$ cat config.mk
export PLATFORM = sky130hd
export DESIGN_NAME = stuffed_frame_receiver_crc8
export DESIGN_NICKNAME = d
export VERILOG_FILES = /design/src/rtl/sfr_pkg.sv /design/src/rtl/sfr_csr.sv /design/src/rtl/sfr_crc8.sv /design/src/rtl/sfr_deframe.sv /design/src/rtl/stuffed_frame_receiver_crc8.sv
export SDC_FILE = /design/constraint.sdc
export NUM_CORES = 1
export LEC_CHECK = 0
export ABC_AREA = 1
export BUFFER_PORTS_ARGS = -buffer_cell sky130_fd_sc_hd__buf_4
export CORE_MARGIN = 2
export CORE_UTILIZATION = 25
export CTS_CLUSTER_SIZE = 16
export DETAILED_ROUTE_END_ITERATION = 6
export PLACE_DENSITY = 0.53
export SLEW_MARGIN = 0
export SYNTH_ARGS = -nofsm -noshare
export SYNTH_HDL_FRONTEND = slang
export SYNTH_SLANG_ARGS = --single-unit
$ cat constraint.sdc
create_clock -name clock -period 4.15 [get_ports clock]
set_clock_uncertainty 0.05 [all_clocks]
set_input_delay 0.415 -clock clock [delete_from_list [all_inputs] [get_ports clock]]
set_output_delay 0.415 -clock clock [all_outputs]
set_load 0.03 [all_outputs]
$ cat src/rtl/sfr_pkg.sv
// shared types, codes and reset values for the stuffed frame receiver
package sfr_pkg;

   localparam int DATA_W = 8;
   localparam int LEN_W  = 11;
   localparam int IDX_W  = 3;

   localparam logic [DATA_W-1:0] CRC_INIT = 8'hff;

   typedef enum logic [2:0] {
      ST_CONTINUE   = 3'd0,
      ST_PACKET_OK  = 3'd1,
      ST_CRC_ERROR  = 3'd2,
      ST_BAD_ESCAPE = 3'd3,
      ST_OVERFLOW   = 3'd4
   } status_type;

   typedef enum logic [1:0] {
      PH_IDLE  = 2'd0,
      PH_FRAME = 2'd1,
      PH_ESC   = 2'd2
   } phase_type;

   typedef enum logic [IDX_W-1:0] {
      CSR_START_BYTE     = 3'd0,
      CSR_ESCAPE_BYTE    = 3'd1,
      CSR_ESC_START_CODE = 3'd2,
      CSR_ESC_ESC_CODE   = 3'd3,
      CSR_CRC_POLY       = 3'd4,
      CSR_MAX_FRAME_LEN  = 3'd5
   } csr_addr_type;

   localparam logic [DATA_W-1:0] RST_START_BYTE     = 8'hac;
   localparam logic [DATA_W-1:0] RST_ESCAPE_BYTE    = 8'had;
   localparam logic [DATA_W-1:0] RST_ESC_START_CODE = 8'hae;
   localparam logic [DATA_W-1:0] RST_ESC_ESC_CODE   = 8'haf;
   localparam logic [DATA_W-1:0] RST_CRC_POLY       = 8'h31;
   localparam logic [LEN_W-1:0]  RST_MAX_FRAME_LEN  = 11'd1024;

   typedef struct packed {
      logic [DATA_W-1:0] start_byte;
      logic [DATA_W-1:0] escape_byte;
      logic [DATA_W-1:0] esc_start_code;
      logic [DATA_W-1:0] esc_esc_code;
      logic [DATA_W-1:0] crc_poly;
      logic [LEN_W-1:0]  max_frame_len;
   } cfg_type;

   typedef struct packed {
      status_type        status;
      logic              data_valid;
      logic [DATA_W-1:0] data_byte;
      logic [LEN_W-1:0]  frame_length;
   } rsp_type;

endpackage

$ cat src/rtl/sfr_csr.sv
// configuration registers of the stuffed frame receiver
module sfr_csr (
   input  logic                     clock,
   input  logic                     reset,
   input  logic                     csr_we,
   input  logic [sfr_pkg::IDX_W-1:0] csr_index,
   input  logic [sfr_pkg::LEN_W-1:0] csr_data,
   output sfr_pkg::cfg_type         cfg
);
   import sfr_pkg::*;

   cfg_type cfg_ff;
   cfg_type cfg_in;

   always_comb begin
      cfg_in = cfg_ff;
      if (csr_we) begin
         case (csr_index)
            CSR_START_BYTE:     cfg_in.start_byte     = csr_data[DATA_W-1:0];
            CSR_ESCAPE_BYTE:    cfg_in.escape_byte    = csr_data[DATA_W-1:0];
            CSR_ESC_START_CODE: cfg_in.esc_start_code = csr_data[DATA_W-1:0];
            CSR_ESC_ESC_CODE:   cfg_in.esc_esc_code   = csr_data[DATA_W-1:0];
            CSR_CRC_POLY:       cfg_in.crc_poly       = csr_data[DATA_W-1:0];
            CSR_MAX_FRAME_LEN:  cfg_in.max_frame_len  = csr_data;
            default:            cfg_in = cfg_ff;
         endcase
      end
   end

   always_ff @(posedge clock) begin
      if (reset) begin
         cfg_ff.start_byte     <= RST_START_BYTE;
         cfg_ff.escape_byte    <= RST_ESCAPE_BYTE;
         cfg_ff.esc_start_code <= RST_ESC_START_CODE;
         cfg_ff.esc_esc_code   <= RST_ESC_ESC_CODE;
         cfg_ff.crc_poly       <= RST_CRC_POLY;
         cfg_ff.max_frame_len  <= RST_MAX_FRAME_LEN;
      end else begin
         cfg_ff <= cfg_in;
      end
   end

   assign cfg = cfg_ff;

endmodule

$ cat src/rtl/sfr_crc8.sv
// msb-first crc-8 update of one byte with a programmable polynomial
module sfr_crc8 (
   input  logic [sfr_pkg::DATA_W-1:0] crc_prev,
   input  logic [sfr_pkg::DATA_W-1:0] data,
   input  logic [sfr_pkg::DATA_W-1:0] poly,
   output logic [sfr_pkg::DATA_W-1:0] crc_next
);
   import sfr_pkg::*;

   always_comb begin
      logic [DATA_W-1:0] r;
      r = crc_prev ^ data;
      for (int i = 0; i < DATA_W; i++) begin
         if (r[DATA_W-1]) begin
            r = {r[DATA_W-2:0], 1'b0} ^ poly;
         end else begin
            r = {r[DATA_W-2:0], 1'b0};
         end
      end
      crc_next = r;
   end

endmodule

$ cat src/rtl/sfr_deframe.sv
// unstuffing state machine, frame counter, crc register and result register
module sfr_deframe #(
   parameter int MAX_LEN = 1024
) (
   input  logic                       clock,
   input  logic                       reset,
   input  logic                       fire,
   input  logic [sfr_pkg::DATA_W-1:0] rx_byte,
   input  sfr_pkg::cfg_type           cfg,
   output sfr_pkg::rsp_type           rsp
);
   import sfr_pkg::*;

   // the length register can never exceed the 11-bit configured capacity
   localparam int LEN_MAX = (2 ** LEN_W) - 1;
   localparam int CAP_INT = (MAX_LEN < LEN_MAX) ? MAX_LEN : LEN_MAX;
   localparam int CNT_W   = $clog2(CAP_INT + 1);
   localparam logic [LEN_W-1:0] CAP_LIMIT = LEN_W'(CAP_INT);

   phase_type         phase_ff, phase_in;
   logic [DATA_W-1:0] crc_ff, crc_in;
   logic [CNT_W-1:0]  cnt_ff, cnt_in;
   rsp_type           rsp_ff, rsp_in;

   logic [DATA_W-1:0] crc_base;
   logic [CNT_W-1:0]  cnt_base;
   logic [DATA_W-1:0] byte_sel;
   logic [DATA_W-1:0] crc_upd;
   logic [LEN_W-1:0]  cap;
   logic              in_frame;
   logic              take;

   sfr_crc8 u_crc8 (
      .crc_prev (crc_base),
      .data     (byte_sel),
      .poly     (cfg.crc_poly),
      .crc_next (crc_upd)
   );

   assign cap = (cfg.max_frame_len > CAP_LIMIT) ? CAP_LIMIT : cfg.max_frame_len;

   always_comb begin
      // idle (and the unused code) starts a fresh frame before handling the byte
      in_frame = (phase_ff != PH_ESC);
      if (phase_ff == PH_FRAME || phase_ff == PH_ESC) begin
         crc_base = crc_ff;
         cnt_base = cnt_ff;
      end else begin
         crc_base = CRC_INIT;
         cnt_base = '0;
      end

      phase_in          = PH_FRAME;
      take              = 1'b0;
      byte_sel          = rx_byte;
      rsp_in.status     = ST_CONTINUE;
      rsp_in.data_valid = 1'b0;
      rsp_in.data_byte  = '0;

      if (in_frame) begin
         priority if (rx_byte == cfg.start_byte) begin
            if (cnt_base != '0) begin
               rsp_in.status = (crc_base != '0) ? ST_CRC_ERROR : ST_PACKET_OK;
               phase_in      = PH_IDLE;
            end
         end else if (rx_byte == cfg.escape_byte) begin
            phase_in = PH_ESC;
         end else begin
            take = 1'b1;
         end
      end else begin
         priority if (rx_byte == cfg.esc_start_code) begin
            byte_sel = cfg.start_byte;
            take     = 1'b1;
         end else if (rx_byte == cfg.esc_esc_code) begin
            byte_sel = cfg.escape_byte;
            take     = 1'b1;
         end else begin
            rsp_in.status = ST_BAD_ESCAPE;
            phase_in      = PH_IDLE;
         end
      end

      crc_in = crc_base;
      cnt_in = cnt_base;
      if (take) begin
         if (LEN_W'(cnt_base) >= cap) begin
            rsp_in.status = ST_OVERFLOW;
            phase_in      = PH_IDLE;
         end else begin
            cnt_in            = cnt_base + CNT_W'(1);
            crc_in            = crc_upd;
            rsp_in.data_valid = 1'b1;
            rsp_in.data_byte  = byte_sel;
            phase_in          = PH_FRAME;
         end
      end
      rsp_in.frame_length = LEN_W'(cnt_in);
   end

   always_ff @(posedge clock) begin
      if (reset) begin
         phase_ff <= PH_IDLE;
         crc_ff   <= CRC_INIT;
         cnt_ff   <= '0;
      end else if (fire) begin
         phase_ff <= phase_in;
         crc_ff   <= crc_in;
         cnt_ff   <= cnt_in;
      end
   end

   always_ff @(posedge clock) begin
      if (fire) begin
         rsp_ff <= rsp_in;
      end
   end

   assign rsp = rsp_ff;

endmodule

$ cat src/rtl/stuffed_frame_receiver_crc8.sv
// top level of the stuffed frame receiver with crc-8 check
//
//   channel   direction  ports                                     handshake
//   req       in         req_rx_byte                               req_valid / req_stall
//   rsp       out        rsp_status, rsp_data_valid, rsp_data_byte,
//                        rsp_frame_length                          rsp_valid / rsp_stall
//   csr       in         csr_index, csr_data                       csr_we
//
// one byte per cycle sustained while rsp_stall is low; a byte goes from its transfer in
// to its result through the input register, then the unstuffing logic into the result register
// synchronous reset returns to idle with crc 0xff and length 0; no clearing pass
// rsp_stall holds the result register; the input register keeps taking bytes
// until it is full, then req_stall rises in the same cycle
module stuffed_frame_receiver_crc8 #(
   parameter int MAX_LEN = 1024
) (
   input  logic                       clock,
   input  logic                       reset,
   input  logic                       req_valid,
   output logic                       req_stall,
   input  logic [sfr_pkg::DATA_W-1:0] req_rx_byte,
   output logic                       rsp_valid,
   input  logic                       rsp_stall,
   output logic [2:0]                 rsp_status,
   output logic                       rsp_data_valid,
   output logic [sfr_pkg::DATA_W-1:0] rsp_data_byte,
   output logic [sfr_pkg::LEN_W-1:0]  rsp_frame_length,
   input  logic                       csr_we,
   input  logic [sfr_pkg::IDX_W-1:0]  csr_index,
   input  logic [sfr_pkg::LEN_W-1:0]  csr_data
);
   import sfr_pkg::*;

   logic              in_valid_ff, in_valid_in;
   logic [DATA_W-1:0] in_byte_ff;
   logic              out_valid_ff, out_valid_in;
   logic              out_free;
   logic              fire;
   logic              req_take;
   cfg_type           cfg;
   rsp_type           rsp;

   sfr_csr u_csr (
      .clock     (clock),
      .reset     (reset),
      .csr_we    (csr_we),
      .csr_index (csr_index),
      .csr_data  (csr_data),
      .cfg       (cfg)
   );

   sfr_deframe #(
      .MAX_LEN (MAX_LEN)
   ) u_deframe (
      .clock   (clock),
      .reset   (reset),
      .fire    (fire),
      .rx_byte (in_byte_ff),
      .cfg     (cfg),
      .rsp     (rsp)
   );

   assign out_free  = !out_valid_ff || !rsp_stall;
   assign fire      = in_valid_ff && out_free;
   assign req_stall = in_valid_ff && !out_free;
   assign req_take  = req_valid && !req_stall;

   assign in_valid_in  = req_take || (in_valid_ff && !fire);
   assign out_valid_in = fire || (out_valid_ff && rsp_stall);

   always_ff @(posedge clock) begin
      if (reset) begin
         in_valid_ff  <= 1'b0;
         out_valid_ff <= 1'b0;
      end else begin
         in_valid_ff  <= in_valid_in;
         out_valid_ff <= out_valid_in;
      end
   end

   always_ff @(posedge clock) begin
      if (req_take) begin
         in_byte_ff <= req_rx_byte;
      end
   end

   assign rsp_valid        = out_valid_ff;
   assign rsp_status       = rsp.status;
   assign rsp_data_valid   = rsp.data_valid;
   assign rsp_data_byte    = rsp.data_byte;
   assign rsp_frame_length = rsp.frame_length;

endmodule
==> reports/summary.json <==
{
  "share_of_final_layout_standard_cells_stronger_than_drive_strength_1_pct": 20.30,
  "cts-root-buf": "sky130_fd_sc_hd__clkbuf_16",
  "synth_edf_count": 31,
  "relSlewSlack_pct": 21.42,
  "cp-start-kind": "flip-flop",
  "holdCritPathClass": "input port to flip-flop",
  "worstReg2RegEnd": "u_deframe.crc_ff[5]",
  "max-vdd-ir-drop_mv": 0.1916,
  "synthCells": 995,
  "route.detailed.vias_per_inst": 4.548,
  "synth_flop_cell": "sky130_fd_sc_hd__dfxtp_1",
  "area_growth_pct": 25.69,
  "max-clock-path-buffers": 2,
  "synth.largest_area_cell": "sky130_fd_sc_hd__dfxtp_1",
  "synthMostInstantiatedCell": "sky130_fd_sc_hd__nand2_1",
  "routability_congestion_estimate": 0.8732,
  "global_route.overflow_total": 0,
  "slowest_delay_ns": 0.49,
  "report.final.slew_viol_count": 0,
  "synth.top_cells.by_area": "sky130_fd_sc_hd__dfxtp_1 (22%), sky130_fd_sc_hd__nand2_1 (15%), sky130_fd_sc_hd__edfxtp_1 (14%)",
  "outcome": "finished clean",
  "postRouteWirelength_um": 19590,
  "placed_cell_area_um2": 7680,
  "netlist_top_cells_count": "sky130_fd_sc_hd__nand2_1 (267), sky130_fd_sc_hd__nor2_1 (113), sky130_fd_sc_hd__inv_1 (107)",
  "synth-async-reset-ratio_pct": 0,
  "regToRegStartpoint": "in_byte_ff[6]",
  "grt_start_max_net_pins": 42,
  "core_area_um2": 26800,
  "htree_levels": 3,
  "setup-violations-final": 0,
  "multi_input_area_um2": 4101,
  "floorplan.initialDensity_pct": 25.28,
  "fmax_mhz": 252.8,
  "path_clk_slew_ns": 0.07,
  "wire_per_inst_um": 13.75,
  "worstPathRequired_ns": 4.36,
  "tightest_slew_ns": 1.177,
  "synth_sequential_area_ratio_pct": 35.60,
  "yosysWarnings": 0,
  "grt_antenna_before_repair": 0,
  "worstPathArrival_ns": 4.16,
  "finalHoldViolations": 0,
  "final_cell_area_um2": 8516,
  "clock_sink_count": 105,
  "worstHoldStart": "req_rx_byte[4]",
  "dpl.hpwl_um": 14720,
  "port-buffer-count": 51,
  "num_vias": 6481,
  "grt_setup_unrepaired": "yes",
  "timing.critical_path.buf_inv": 2,
  "detailedRoute.firstIterationViolations": 437,
  "postSynthAreaPerCell_um2": 6.809,
  "die_width_um": 168.6,
  "hold_path_end": "in_byte_ff[4]",
  "antennaDiodeCount": 0,
  "worst_r2r_path_depth": 33,
  "critical_path.endpoint_type": "flip-flop",
  "drt_pre_antenna_iters": 5,
  "min_period_over_period_pct": 95.33,
  "dpl_worst_slack_ns": -0.04752,
  "final_nets": 1120,
  "number_of_flip_flops_and_latches_in_the_synthesized_netlist": 105,
  "final_ws_setup_ns": 0.1937,
  "timing.critical_path.slowest_stage_cell": "sky130_fd_sc_hd__edfxtp_1",
  "globalRouteTotalUtil_pct": 13.75,
  "worstPathMaxFanout": 8,
  "synthesized_area_um2": 6775,
  "setup.reg_to_reg.worst_slack_ns": 0.19,
  "fillers": 2849,
  "timing.max_cap.violations": 0,
  "dieArea_um2": 28430,
  "cp_top_family": "simple AND/OR/NAND/NOR gates",
  "detail_route.drc_violations": 0,
  "remaining_antenna_violation_count_after_routing": 0,
  "synth_fp_nets": 1036,
  "clock_tree_from_tritoncts": "yes",
  "die-height_um": 168.6,
  "synthDominantCellAreaShare_pct": 21.87,
  "seq_area_um2": 2412,
  "synth.lib_cells_used.distinct": 35,
  "first_global_vias": 5803,
  "final_period_minus_worst_setup_slack_ns": 3.956,
  "rows": 60,
  "cts_bufs_inserted": 9,
  "io_pins": 52,
  "power_density_nw_per_um2": 375.4,
  "clk-insertion-delay-late_ns": 0.36,
  "cpMostUsedCell": "sky130_fd_sc_hd__nand2_1",
  "grt_pass1_wl_um": 30930,
  "hold_depth": 1,
  "p_leak_nw": 3.893,
  "criticalPathCategory": "flip-flop to flip-flop"
}
[cell usage in the layout, fill, tap and decap left out, drive strengths merged]
master / n
bufinv: 2
a221oi: 2
inv: 122
and3: 1
ha: 14
xor2: 19
clkinvlp: 1
buf: 102
clkbuf: 11
nor4: 9
nand3b: 5
nand3: 91
nand2: 293
clkinv: 3
or2: 4
o211ai: 18
dfxtp: 74
xnor2: 26
nor3: 2
nand4: 12
edfxtp: 31
a21oi: 56
o21bai: 2
o21ai: 61
nor2: 123
[logic make-up (layout without fill, tap and decap cells)]
| group | after synthesis | count (layout) | share of synthesized area, % |
|---|---|---|---|
| buffers and inverters | 153 | 241 | 8.846 |
| DFF | 105 | 105 | 35.60 |
| xor gates and xnor gates | 45 | 45 | 5.817 |
| adders and majority gates | 14 | 14 | 2.585 |
| AOI/OAI and AO/OA | 139 | 139 | 11.12 |
| and+or+nand+nor | 539 | 540 | 36.03 |
[sequential cells by signal (all words and copies together), names as in the netlist]
signal              flops
u_deframe.cnt_ff       11
in_valid_ff             1
u_csr.cfg              51
u_deframe.rsp          23
rsp_valid               1
in_byte_ff              8
u_deframe.crc_ff        8
u_deframe.phase_ff      2
[layer usage]
metal	vias to the layer above	track usage, %	wire length (um)	part of all wire (%)
met1	2964	19.83	9993	51
li1	3388	-	-	-
met4	0	3.261	237	1.2
met2	114	21.49	8662	44
met3	15	2.245	700	3.6
met5	-	0	0	0
[worst max-delay path by stage]
stage | startpoint | endpoint | slack, ns | cells past startpoint
after floorplan | u_deframe.phase_ff[0] | u_deframe.cnt_ff[10] | 0.01 | 21
after global placement | u_deframe.phase_ff[0] | u_deframe.crc_ff[6] | -0.05 | 32
after detailed placement | u_deframe.phase_ff[0] | u_deframe.crc_ff[5] | -0.05 | 31
after CTS | u_deframe.phase_ff[0] | u_deframe.crc_ff[6] | 0.04 | 32
after global routing | in_byte_ff[6] | u_deframe.crc_ff[5] | -0.11 | 33
final | in_byte_ff[6] | u_deframe.crc_ff[5] | 0.19 | 33
[per-stage QoR]
step / cells / util [%] / total power, W / setup TNS (ns) / hold WS [ns]
4_1_cts: 1404 / 29.93 / 0.003067 / 0 / 0.1591
3_5_place_dp: 1388 / 28.66 / 0.002087 / -0.2607 / 0.4120
6_report: 1425 / 31.77 / 0.003197 / 0 / 0.1750
2_1_floorplan: 995 / - / 0.001862 / 0 / 0.3912
5_1_grt: 1425 / 31.77 / 0.003376 / -0.7686 / 0.1611
3_3_place_gp: 1388 / 28.66 / 0.002087 / -0.2285 / 0.4058
[power breakdown]
group / switching (W) / internal (W) / total (W)
registers: 0.0000397 / 0.00111 / 0.00115
logic: 0.000659 / 0.000408 / 0.00107
clock network: 0.000408 / 0.000569 / 0.000977
[final cells by class]
class / count / share of cell area, %
Sequential cell: 105 / 28.33
Clock buffer: 11 / 2.983
Tap cell: 341 / 5.010
Inverter: 123 / 5.480
Timing Repair Buffer: 102 / 9.036
Multi-Input combinational cell: 738 / 48.16
Clock inverter: 5 / 0.9991
[timing repair]
action	4_1_cts	5_1_grt
hold buffers	0	0
endpoints found under the hold margin	0	0
cloned	0	1
buffers inserted	0	20
endpoints found under the setup margin	8	14
pin swaps	0	43
gates resized for setup	1	76
(Power assumes the default switching activity.)
